[src/rtl/bf16_add_sub_mul_fma_unit_macros.svh]
// ----------------------------------------------------------------------------
// bf16_add_sub_mul_fma_unit_macros.svh
// Assertion macros shared by the bfloat16 arithmetic unit.
// ----------------------------------------------------------------------------
`ifndef BF16_ADD_SUB_MUL_FMA_UNIT_MACROS_SVH
`define BF16_ADD_SUB_MUL_FMA_UNIT_MACROS_SVH

// Property that must hold at every clock edge outside reset.
`define BFU_ASSERT(label, prop, msg) \
    label: assert property (@(posedge clk) disable iff (!rst_n) (prop)) else $error(msg);

// Implication whose consequence is checked in the cycle after the antecedent.
`define BFU_ASSERT_NEXT(label, ante, cons, msg) \
    label: assert property (@(posedge clk) disable iff (!rst_n) (ante) |=> (cons)) \
        else $error(msg);

`endif

[src/rtl/bfu_pkg.sv]
// ----------------------------------------------------------------------------
// bfu_pkg
// Shared types and constants for the bfloat16 arithmetic unit.
// ----------------------------------------------------------------------------
package bfu_pkg;

    localparam logic [1:0] FUNC_ADD = 2'd0;
    localparam logic [1:0] FUNC_SUB = 2'd1;
    localparam logic [1:0] FUNC_MUL = 2'd2;
    localparam logic [1:0] FUNC_FMA = 2'd3;

    localparam logic [1:0] RM_RNE = 2'd0;
    localparam logic [1:0] RM_RTZ = 2'd1;
    localparam logic [1:0] RM_RDN = 2'd2;
    localparam logic [1:0] RM_RUP = 2'd3;

    localparam logic [15:0] QNAN_CANON = 16'h7FC0;

    // Working magnitude: the 16-bit significand field sits above 24 lower bits, the
    // lowest of them sticky. The exact sum is formed at this width with a sticky OR.
    localparam int MagW = 40;

    // Result of the front end: either a finished special value or a finite
    // sum that still needs normalization and rounding.
    typedef struct packed {
        logic        special;
        logic [15:0] spec_val;
        logic        spec_inv;
        logic        zero_res;
        logic        neg;
        logic signed [10:0] lsb_exp;
        logic [MagW-1:0] mag;
        logic [1:0]  mode;
    } bfu_sum_t;

endpackage

[src/rtl/bfu_round.sv]
// ----------------------------------------------------------------------------
// bfu_round
// Normalizes a finite magnitude and rounds it to bfloat16, two stages.
// ----------------------------------------------------------------------------
module bfu_round
    import bfu_pkg::*;
(
    input  logic        clk,
    input  logic        rst_n,
    input  logic        en,
    input  logic        in_valid,
    input  bfu_sum_t    sum,
    output logic        out_valid,
    output logic [15:0] result,
    output logic        flag_invalid,
    output logic        flag_overflow,
    output logic        flag_underflow,
    output logic        flag_inexact
);

    // Stage one: leading-one position and normalizing shift.
    logic [5:0]  len;
    logic signed [11:0] q_raw, q_cl, s_amt;
    logic [MagW+8:0] ext;
    logic [8:0]  sig_n;
    logic        rb_n, st_n;
    logic [MagW+8:0] sh;
    logic [MagW+8:0] mask;
    logic [5:0]  rsh;

    always_comb
    begin
        len = '0;
        for (int i = 0; i < MagW; i++)
        begin
            if (sum.mag[i])
                len = 6'(i + 1);
        end
        q_raw = 12'(sum.lsb_exp) + 12'(len) - 12'sd8;
        q_cl  = (q_raw < -12'sd133) ? -12'sd133 : q_raw;
        s_amt = q_cl - 12'(sum.lsb_exp);
        ext   = {9'd0, sum.mag};
        sig_n = '0;
        rb_n  = 1'b0;
        st_n  = 1'b0;
        sh    = '0;
        mask  = '0;
        rsh   = '0;
        if (s_amt <= 0)
        begin
            sh    = ext << 6'(-s_amt);
            sig_n = {1'b0, sh[7:0]};
        end
        else
        begin
            // A tiny value may put the round position far above the window;
            // past the window top every bit is sticky.
            if (s_amt > 12'(MagW + 9))
                rsh = 6'(MagW + 9);
            else
                rsh = 6'(s_amt - 12'sd1);
            sh    = ext >> rsh;
            sig_n = {1'b0, sh[8:1]};
            rb_n  = sh[0];
            mask  = ~({(MagW+9){1'b1}} << rsh);
            st_n  = |(ext & mask);
        end
    end

    logic        v1_reg;
    bfu_sum_t    s1_reg;
    logic [7:0]  sig_reg;
    logic signed [11:0] q_reg;
    logic        rb_reg, st_reg;

    always_ff @(posedge clk or negedge rst_n)
    begin
        if (!rst_n)
            v1_reg <= 1'b0;
        else if (en)
            v1_reg <= in_valid;
    end

    always_ff @(posedge clk)
    begin
        if (en)
        begin
            s1_reg  <= sum;
            sig_reg <= sig_n[7:0];
            q_reg   <= q_cl;
            rb_reg  <= rb_n;
            st_reg  <= st_n;
        end
    end

    // Stage two: round, pack and flag.
    logic [15:0] res_next;
    logic        inv_next, ovf_next, unf_next, inx_next;
    logic        inc, inx;
    logic [8:0]  sg;
    logic signed [11:0] q2, field;
    logic        fin;
    logic [15:0] sign;

    always_comb
    begin
        sign = {s1_reg.neg, 15'd0};
        inx  = rb_reg | st_reg;
        inc  = 1'b0;
        case (s1_reg.mode)
            RM_RNE:  inc = rb_reg & (st_reg | sig_reg[0]);
            RM_RTZ:  inc = 1'b0;
            RM_RDN:  inc = inx & s1_reg.neg;
            RM_RUP:  inc = inx & ~s1_reg.neg;
            default: inc = 1'b0;
        endcase
        sg = {1'b0, sig_reg} + {8'd0, inc};
        q2 = q_reg;
        if (sg[8])
        begin
            sg = sg >> 1;
            q2 = q_reg + 12'sd1;
        end
        field = sg[7] ? q2 + 12'sd134 : 12'sd0;
        fin = (s1_reg.mode == RM_RTZ) || (s1_reg.neg && s1_reg.mode == RM_RUP)
            || (!s1_reg.neg && s1_reg.mode == RM_RDN);
        res_next = '0;
        inv_next = 1'b0;
        ovf_next = 1'b0;
        unf_next = 1'b0;
        inx_next = 1'b0;
        if (s1_reg.special)
        begin
            res_next = s1_reg.spec_val;
            inv_next = s1_reg.spec_inv;
        end
        else if (s1_reg.zero_res)
        begin
            res_next = sign;
        end
        else if (field >= 12'sd255)
        begin
            res_next = sign | (fin ? 16'h7F7F : 16'h7F80);
            ovf_next = 1'b1;
            inx_next = 1'b1;
        end
        else
        begin
            res_next = sign | {1'b0, field[7:0], sg[6:0]};
            inx_next = inx;
            unf_next = (field == 12'sd0) && inx;
        end
    end

    logic        v2_reg;
    logic [15:0] res_reg;
    logic        inv_reg, ovf_reg, unf_reg, inx_reg;

    always_ff @(posedge clk or negedge rst_n)
    begin
        if (!rst_n)
            v2_reg <= 1'b0;
        else if (en)
            v2_reg <= v1_reg;
    end

    always_ff @(posedge clk)
    begin
        if (en)
        begin
            res_reg <= res_next;
            inv_reg <= inv_next;
            ovf_reg <= ovf_next;
            unf_reg <= unf_next;
            inx_reg <= inx_next;
        end
    end

    assign out_valid      = v2_reg;
    assign result         = res_reg;
    assign flag_invalid   = inv_reg;
    assign flag_overflow  = ovf_reg;
    assign flag_underflow = unf_reg;
    assign flag_inexact   = inx_reg;

endmodule

[src/rtl/bf16_add_sub_mul_fma_unit.sv]
// Pipeline: an accepted item passes the multiply, align/add, normalize and round
// stages in order to its result. Throughput: one item per cycle; a stall on the
// result side freezes the whole pipeline, so nothing is lost or repeated.
// Reset: rst_n clears all valid bits asynchronously; payload is not reset.
// ----------------------------------------------------------------------------
// bf16_add_sub_mul_fma_unit
// Pipelined bfloat16 add, subtract, multiply and fused multiply-add.
// ----------------------------------------------------------------------------
`include "bf16_add_sub_mul_fma_unit_macros.svh"

module bf16_add_sub_mul_fma_unit
    import bfu_pkg::*;
(
    input  logic        clk,
    input  logic        rst_n,
    input  logic        in_valid,
    output logic        in_stall,
    input  logic [1:0]  func,
    input  logic [15:0] operand_a,
    input  logic [15:0] operand_b,
    input  logic [15:0] operand_c,
    input  logic [1:0]  round_mode,
    output logic        out_valid,
    input  logic        out_stall,
    output logic [15:0] result,
    output logic        flag_invalid,
    output logic        flag_overflow,
    output logic        flag_underflow,
    output logic        flag_inexact
);

    // The whole pipeline advances together. The output register is the last
    // stage; it may be replaced whenever it is empty or being taken, so an
    // item is accepted even while older items are still in flight.
    logic en;
    assign en       = !out_valid || !out_stall;
    assign in_stall = !en;

    // ------------------------------------------------------------------
    // Stage one: classify operands, resolve specials, form the exact
    // 16-bit product of the significands.
    // ------------------------------------------------------------------
    function automatic logic is_nan(input logic [15:0] v);
        return (v[14:7] == 8'hFF) && (v[6:0] != 7'd0);
    endfunction
    function automatic logic is_inf(input logic [15:0] v);
        return v[14:0] == 15'h7F80;
    endfunction
    function automatic logic is_zero(input logic [15:0] v);
        return v[14:0] == 15'd0;
    endfunction
    function automatic logic is_snan(input logic [15:0] v);
        return is_nan(v) && !v[6];
    endfunction

    logic [15:0] b_eff;
    logic        special_n, spec_inv_n;
    logic [15:0] spec_val_n;
    logic        use_mul, fused, pn;
    logic [7:0]  sa, sb, sc;
    logic signed [9:0] la, lb, lc;

    always_comb
    begin
        use_mul = func[1];
        fused   = (func == FUNC_FMA);
        b_eff   = (func == FUNC_SUB) ? {~operand_b[15], operand_b[14:0]} : operand_b;
        pn      = operand_a[15] ^ operand_b[15];
        special_n  = 1'b1;
        spec_inv_n = 1'b0;
        spec_val_n = '0;
        if (!use_mul)
        begin
            if (is_nan(operand_a) || is_nan(operand_b))
            begin
                spec_inv_n = is_snan(operand_a) || is_snan(operand_b);
                spec_val_n = is_nan(operand_a) ? (operand_a | 16'h0040)
                                               : (operand_b | 16'h0040);
            end
            else if (is_inf(operand_a) && is_inf(b_eff) && operand_a[15] != b_eff[15])
            begin
                spec_val_n = QNAN_CANON;
                spec_inv_n = 1'b1;
            end
            else if (is_inf(operand_a))
                spec_val_n = operand_a;
            else if (is_inf(b_eff))
                spec_val_n = b_eff;
            else
                special_n = 1'b0;
        end
        else
        begin
            if (!fused && (is_nan(operand_a) || is_nan(operand_b)))
            begin
                spec_inv_n = is_snan(operand_a) || is_snan(operand_b);
                spec_val_n = is_nan(operand_a) ? (operand_a | 16'h0040)
                                               : (operand_b | 16'h0040);
            end
            else if ((is_inf(operand_a) && is_zero(operand_b))
                     || (is_zero(operand_a) && is_inf(operand_b)))
            begin
                spec_val_n = QNAN_CANON;
                spec_inv_n = 1'b1;
            end
            else if (fused && (is_nan(operand_a) || is_nan(operand_b)
                               || is_nan(operand_c)))
            begin
                spec_inv_n = is_snan(operand_a) || is_snan(operand_b)
                             || is_snan(operand_c);
                spec_val_n = is_nan(operand_a) ? (operand_a | 16'h0040) :
                             is_nan(operand_b) ? (operand_b | 16'h0040) :
                                                 (operand_c | 16'h0040);
            end
            else if (is_inf(operand_a) || is_inf(operand_b))
            begin
                if (fused && is_inf(operand_c) && operand_c[15] != pn)
                begin
                    spec_val_n = QNAN_CANON;
                    spec_inv_n = 1'b1;
                end
                else
                    spec_val_n = {pn, 15'h7F80};
            end
            else if (fused && is_inf(operand_c))
                spec_val_n = operand_c;
            else
                special_n = 1'b0;
        end
        sa = (operand_a[14:7] == 8'd0) ? {1'b0, operand_a[6:0]} : {1'b1, operand_a[6:0]};
        sb = (b_eff[14:7] == 8'd0) ? {1'b0, b_eff[6:0]} : {1'b1, b_eff[6:0]};
        sc = (operand_c[14:7] == 8'd0) ? {1'b0, operand_c[6:0]} : {1'b1, operand_c[6:0]};
        la = (operand_a[14:7] == 8'd0) ? -10'sd133 : 10'(operand_a[14:7]) - 10'sd134;
        lb = (b_eff[14:7] == 8'd0) ? -10'sd133 : 10'(b_eff[14:7]) - 10'sd134;
        lc = (operand_c[14:7] == 8'd0) ? -10'sd133 : 10'(operand_c[14:7]) - 10'sd134;
    end

    logic        v1_reg;
    logic        sp1_reg, spi1_reg;
    logic [15:0] spv1_reg;
    logic [1:0]  mode1_reg;
    logic        n1_reg, n2_reg, has2_reg;
    logic [15:0] s1_reg;
    logic [7:0]  s2_reg;
    logic signed [10:0] l1_reg, l2_reg;

    always_ff @(posedge clk or negedge rst_n)
    begin
        if (!rst_n)
            v1_reg <= 1'b0;
        else if (en)
            v1_reg <= in_valid;
    end

    always_ff @(posedge clk)
    begin
        if (en)
        begin
            sp1_reg   <= special_n;
            spi1_reg  <= spec_inv_n;
            spv1_reg  <= spec_val_n;
            mode1_reg <= round_mode;
            if (use_mul)
            begin
                n1_reg   <= pn;
                s1_reg   <= sa * sb;
                l1_reg   <= 11'(la) + 11'(lb);
                n2_reg   <= operand_c[15];
                s2_reg   <= fused ? sc : 8'd0;
                l2_reg   <= 11'(lc);
                has2_reg <= fused;
            end
            else
            begin
                n1_reg   <= operand_a[15];
                s1_reg   <= {8'd0, sa};
                l1_reg   <= 11'(la);
                n2_reg   <= b_eff[15];
                s2_reg   <= sb;
                l2_reg   <= 11'(lb);
                has2_reg <= 1'b1;
            end
        end
    end

    // ------------------------------------------------------------------
    // Stage two: align both terms on a 40-bit window and add or subtract.
    // The larger-exponent term sits at the top; bits of the smaller term
    // that fall below the window are folded into a sticky bit, which is
    // exact for rounding since the smaller term then lies far below. Once
    // the smaller term is entirely below the window, any larger distance
    // gives the same sticky bit, so the shift stops at the window width.
    // ------------------------------------------------------------------
    bfu_sum_t sum_next;
    logic        z1, z2, big1;
    logic signed [11:0] top1, top2, diff;
    logic [MagW-1:0] m_big, m_small, m_res;
    logic [MagW+15:0] wide_s;
    logic        stk, n_big, n_small;
    logic signed [10:0] l_big;
    logic [15:0] s_big, s_small;
    logic [5:0]  dsh;

    always_comb
    begin
        z1 = (s1_reg == 16'd0);
        z2 = (s2_reg == 8'd0);
        // Top bit position of each term (lsb + 16).
        top1 = 12'(l1_reg) + 12'sd16;
        top2 = 12'(l2_reg) + 12'sd16;
        big1 = z2 || (!z1 && top1 >= top2);
        s_big   = big1 ? s1_reg : {8'd0, s2_reg};
        s_small = big1 ? {8'd0, s2_reg} : s1_reg;
        n_big   = big1 ? n1_reg : n2_reg;
        n_small = big1 ? n2_reg : n1_reg;
        l_big   = big1 ? l1_reg : l2_reg;
        diff    = big1 ? (top1 - top2) : (top2 - top1);
        m_big   = {s_big, 24'd0};
        wide_s  = {s_small, 24'd0, 16'd0};
        dsh     = (diff > 12'sd40) ? 6'd40 : 6'(diff);
        wide_s  = wide_s >> dsh;
        m_small = wide_s[MagW+15:16];
        stk     = |wide_s[15:0];
        m_small[0] = m_small[0] | stk;
        if (z1 && z2)
            m_res = '0;
        else if (n_big == n_small || (big1 ? z2 : z1))
            m_res = m_big + m_small;
        else if (m_big >= m_small)
            m_res = m_big - m_small;
        else
            m_res = m_small - m_big;
        sum_next.special  = sp1_reg;
        sum_next.spec_val = spv1_reg;
        sum_next.spec_inv = spi1_reg;
        sum_next.mode     = mode1_reg;
        sum_next.mag      = m_res;
        sum_next.lsb_exp  = l_big - 11'sd24;
        sum_next.zero_res = (m_res == '0);
        if (z1 && z2)
            sum_next.neg = (!has2_reg || n1_reg == n2_reg) ? n1_reg
                                                            : (mode1_reg == RM_RDN);
        else if (m_res == '0)
            sum_next.neg = (mode1_reg == RM_RDN);
        else if (n_big == n_small || (big1 ? z2 : z1) || m_big >= m_small)
            sum_next.neg = n_big;
        else
            sum_next.neg = n_small;
    end

    logic     v2_reg;
    bfu_sum_t sum_reg;

    always_ff @(posedge clk or negedge rst_n)
    begin
        if (!rst_n)
            v2_reg <= 1'b0;
        else if (en)
            v2_reg <= v1_reg;
    end

    always_ff @(posedge clk)
    begin
        if (en)
            sum_reg <= sum_next;
    end

    // ------------------------------------------------------------------
    // Stages three and four: normalize, round and pack.
    // ------------------------------------------------------------------
    bfu_round u_round (
        .clk            (clk),
        .rst_n          (rst_n),
        .en             (en),
        .in_valid       (v2_reg),
        .sum            (sum_reg),
        .out_valid      (out_valid),
        .result         (result),
        .flag_invalid   (flag_invalid),
        .flag_overflow  (flag_overflow),
        .flag_underflow (flag_underflow),
        .flag_inexact   (flag_inexact)
    );

    `BFU_ASSERT(a_stall_only_when_full, !in_stall || (out_valid && out_stall),
        "input stalled while output slot is free")
    `BFU_ASSERT(a_ovf_implies_inx, !out_valid || !flag_overflow || flag_inexact,
        "overflow without inexact")
    `BFU_ASSERT(a_unf_implies_inx, !out_valid || !flag_underflow || flag_inexact,
        "underflow without inexact")
    `BFU_ASSERT_NEXT(a_stage_hold, out_stall && out_valid, out_valid,
        "stalled result dropped")

endmodule

[config.mk]
export PLATFORM = sky130hd
export DESIGN_NAME = bf16_add_sub_mul_fma_unit
export DESIGN_NICKNAME = d
export VERILOG_FILES = /design/src/rtl/bfu_pkg.sv /design/src/rtl/bfu_round.sv /design/src/rtl/bf16_add_sub_mul_fma_unit.sv
export VERILOG_INCLUDE_DIRS = /design/src /design/src/rtl
export SDC_FILE = /design/constraint.sdc
export NUM_CORES = 1
export LEC_CHECK = 0
export ABC_AREA = 1
export ABC_CLOCK_PERIOD_IN_PS = 26100
export BUFFER_PORTS_ARGS = -buffer_cell sky130_fd_sc_hd__buf_2
export CAP_MARGIN = 20
export CORE_MARGIN = 3
export CORE_UTILIZATION = 57
export CTS_CLUSTER_DIAMETER = 60
export DETAILED_ROUTE_END_ITERATION = 8
export PLACE_DENSITY = 0.74
export RECOVER_POWER = 50
export SKIP_CTS_REPAIR_TIMING = 1
export SLEW_MARGIN = 20
export SYNTH_ARGS = -nofsm -noshare
export SYNTH_HDL_FRONTEND = slang
export SYNTH_SLANG_ARGS = --single-unit
[constraint.sdc]
create_clock -name clk -period 26.1 [get_ports clk]
set_input_delay 5.22 -clock clk [delete_from_list [all_inputs] [get_ports clk]]
set_output_delay 5.22 -clock clk [all_outputs]
set_load 0.1 [all_outputs]
* After elaboration in Yosys (flattened, before gate mapping)
Cells that the tools add are included.
** Cells by class
- Shifts and indexed selects :: 4
- Add/sub/neg operators :: 20
- Reduce and logical (&&, ||, !) cells :: 59
- Bitwise logic cells :: 13
- Muxes and demuxes :: 115
- Eq/ne operators :: 17
- Order comparisons :: 7
- Multiply operators :: 1
** Operators with widths (number)
- $mux 16 :: 20
- $mux 6 :: 42
- $mux 40 :: 3
- $sub 40x40->40 :: 2
- $mux 8 :: 9
- $eq 15x15->1 const B :: 4
- $shr 56x6->56 :: 1
- $and 40x49->49 :: 1
- $not 49->49 :: 1
- $reduce_or 49->1 :: 1
- $shl 49x6->49 const A :: 1
- $mux 12 :: 4
- $add 40x40->40 :: 1
- $ge 40x40->1 :: 1
- $logic_not 40->1 :: 1
- $shl 40x6->8 :: 1
- $shr 40x6->9 :: 1
- $mux 11 :: 3
- $logic_not 8->1 :: 4
- $logic_not 15->1 :: 2
- $mux 1 :: 30
- $mux 10 :: 3
- $sub 8x8->9 const B :: 3
- $add 11x6->12 const B :: 2
- other kinds (39) :: 95
** Word-level totals
- Flip-flop bits (word level) :: 210
- Output and inout bits :: 22
- Logic and storage cells :: 275

* Logic depth before layout (Yosys ltp)
- Word-level depth :: 52
- Gate-level depth with buffers :: 69
- Depth with buffers taken out :: 69

* Cells and area by module
From an unflattened synthesis, not the netlist that was laid out.
** Second synthesis, totals
- Cells, all modules :: 3706
- Area, all modules :: 24179.4 um^2
** Modules (own cells, without submodules)
- bf16_add_sub_mul_fma_unit :: times used 1, area each 16727.3 um^2, cells each 2553, sequential area each 4254.1 um^2
- bfu_round :: times used 1, area each 7452.1 um^2, cells each 1153, sequential area each 1971.9 um^2

* Worst setup path after synthesis
No wires, ideal clock.
- Path type :: input-to-output
- From :: input port out_stall
- To :: output port in_stall
- Stages on the path :: 2
- Path slack :: 8.972 ns
- Required time :: 20.880 ns
- Arrival time :: 11.908 ns
- Cells stage by stage :: nand2_1 -> inv_1
** Between the ends
- Cells in the longest elaborated chain, start to end :: 3
** Ends and longest elaborated chain
- start, declared :: RTL line bf16_add_sub_mul_fma_unit.sv:24 : input logic out_stall,
- $logic_not 1->1 :: RTL line bf16_add_sub_mul_fma_unit.sv:36 : assign en = !out_valid || !out_stall;
- $logic_or 1x1->1 :: RTL line bf16_add_sub_mul_fma_unit.sv:36
- $logic_not 1->1 :: RTL line bf16_add_sub_mul_fma_unit.sv:37 : assign in_stall = !en;
- end, declared :: RTL line bf16_add_sub_mul_fma_unit.sv:17 : output logic in_stall,
No other way between the ends.

==> results_dict.tcl <==
set metrics [dict create \
    max-cap-violations 4 \
    syn-cell-area_um2 23400 \
    slew_viol_final 250 \
    hp-start "sum_reg[72]" \
    layoutNonFillerInstCount 4066 \
    place_inst 4024 \
    synth_common_cells "nand2_1 (879), inv_1 (602), nor2_1 (319)" \
    min_path_cells 0 \
    wire_per_inst_um 18.4 \
    ios 78 \
    largest_reg_flops 73 \
    drcViolationCount 0 \
    rsz0062_at_grt "false" \
    grt.total_usage_pct 33.3 \
    die_h_um 209 \
    grt_max_degree 101 \
    layout_min_cycle_time_ns 12.11 \
    synth_edf_count 204 \
    rows 73 \
    cp_common_cell "nand2_1" \
    reg2regPathDepth 46 \
    dr.pass1.iters 6 \
    relSlewSlack_pct -240 \
    violations "max-capacitance violations, max-slew violations" \
    cts_tree "done" \
    gp_congestion 1.05 \
    tightest_slew_ns 5.10 \
    ctsRootBufferMaster "clkbuf_16" \
    synth_cells 3522 \
    path_max_fanout 68 \
    critPathCaptureType "flip-flop" \
    clock_skew_ns 0.0319 \
    fin_crit_sh_pct 46.4 \
    ys.flop_type "edfxtp_1" \
    start_util_pct 58.2 \
    hold_viol_final 0 \
    synth_cell_type_count 67 \
    cts_buffer_depth 3 \
    syn2layout_area_growth_pct 5.74 \
    yosysTopAreaCellShare_pct 26.2 \
    max_stage_delay_ns 1.47 \
    cp-start-kind "flip-flop" \
    placed_area_um2 24000 \
    clk_latency_ns 0.54 \
    synth_area_leader_cell "edfxtp_1" \
    fin_area_um2 24800 \
    whs_endpoint "u_round.s1_reg[72]" \
    worst-setup-path-type "flip-flop to flip-flop" \
    drive_above_1_share_pct 4.86 \
    fmax_mhz 82.6 \
    outcome "finished with violations" \
    drt-initial-drc-count 2605 \
    diodes 0 \
    avgSynthCellArea_um2 6.65 \
    synth_warnings 0 \
    synth-seq-cells 208 \
    dp.final_hpwl_um 60000 \
    async_reset_ff_share_pct 1.92 \
    yosysMostFrequentCell "nand2_1" \
    port_buffers 77 \
    htree_levels 1 \
    cp_slowest_cell "nand2_1" \
    viasPerCell 5.90 \
    clkTransAtPathRegs_ns 0.06 \
    synth_area_leaders "edfxtp_1 (26%), nand2_1 (14%), inv_1 (9.7%)" \
    crit_arrival_ns 12.37 \
    antenna_found_initial 1 \
    wirelength_um 74700 \
    core-area_um2 40200 \
    grt_first_pass_wirelength_um 118000 \
    clock-sinks 208 \
    layout.nets 3782 \
    seq_area_frac_synth_pct 26.6 \
    grt_pass1_vias 22800 \
    hold_class "flip-flop to flip-flop" \
    cts_made_buffers 24 \
    num_vias 24000 \
    required_ns 26.36 \
    r2r_start "l1_reg[4]" \
    fp.dieW_um 209 \
    final_antenna_net_count 0 \
    dieArea_um2 43500 \
    overflow 0 \
    synth_nets 3779 \
    r2r_slack_ns 13.99 \
    r2r-end "sum_reg[53]" \
    setup_viol 0 \
    fillers 3875 \
    tns_ns 0 \
]
-- worst max-delay path by stage --
stage / startpoint / end / slack (ns)
after detailed placement: sum_reg[3] / u_round.st_reg / 14.82
after global placement: out_stall / in_stall / 14.91
final: l1_reg[4] / sum_reg[53] / 13.99
after CTS: sum_reg[3] / u_round.st_reg / 14.80
after floorplan: out_stall / in_stall / 8.97
after global routing: l1_reg[4] / sum_reg[53] / 13.01
-- critical path, delay by kind of cell (launching register included) --
family | cells | cell delay [ns]
AOI/OAI and AO/OA | 2 | 0.35
xor gates and xnor gates | 2 | 0.47
adders and majority gates | 3 | 1.13
buffers and inverters | 8 | 1.67
DFF | 1 | 0.46
and+or+nand+nor | 31 | 7.72
-- metrics by stage --
stage	setup slack, ns	utilization, %	hold WS [ns]
after floorplan	8.97	-	0.400
after global placement	14.91	59.8	0.401
after detailed placement	14.82	59.8	0.405
after CTS	14.80	61.7	0.383
after global routing	13.01	61.6	0.398
final	13.99	61.6	0.389
-- layer usage --
layer,global-route usage (%),vias up,share of wire (%)
li1,-,11600,-
met1,43.9,11100,41
met2,54.3,1077,46
met3,5.04,211,8.2
met4,15.1,0,5.1
met5,0,-,0
-- cells by family (layout without fill, tap and decap cells) --
| kind of cell | Yosys count | after routing | share of synthesized area (%) |
|---|---|---|---|
| xor+xnor | 80 | 80 | 2.99 |
| flops | 208 | 208 | 26.6 |
| buf+inv | 734 | 753 | 12.2 |
| simple gates | 1716 | 1716 | 31.6 |
| compound gates | 578 | 578 | 14.2 |
| fa+ha+maj | 201 | 201 | 12.1 |
| mux | 5 | 5 | 0.219 |
-- area by class of cell --
class                           count  area (um^2)  share of cell area, %
Inverter                          621         2330                   9.42
Timing Repair Buffer               90          462                   1.87
Clock buffer                       29          649                   2.62
Tap cell                          525          657                   2.65
Multi-Input combinational cell   2580        14300                   57.8
Sequential cell                   208         6230                   25.2
Clock inverter                     13          125                  0.506
-- cells in the final DEF (no fill, tap or decap), types with 11 or more instances in the layout --
master     count
nand3_1      312
o21a_1        13
clkinv_1      11
nor4_1        27
nand4_1       72
a21oi_1      154
o211ai_1      17
xor2_1        61
ha_1         158
a31oi_1       14
inv_1        602
inv_2         12
o31ai_1       16
nand3b_1      17
nor3_1        32
fa_1          43
clkbuf_1      18
buf_2         63
xnor2_1       19
o22ai_1       22
nand2_2       16
clkbuf_16     24
edfxtp_1     204
nor2_1       318
nand2_1      881
o21ai_0      264
Power is not shown: default switching activity piles up to over one toggle a cycle in this logic, so the estimate is an artifact.
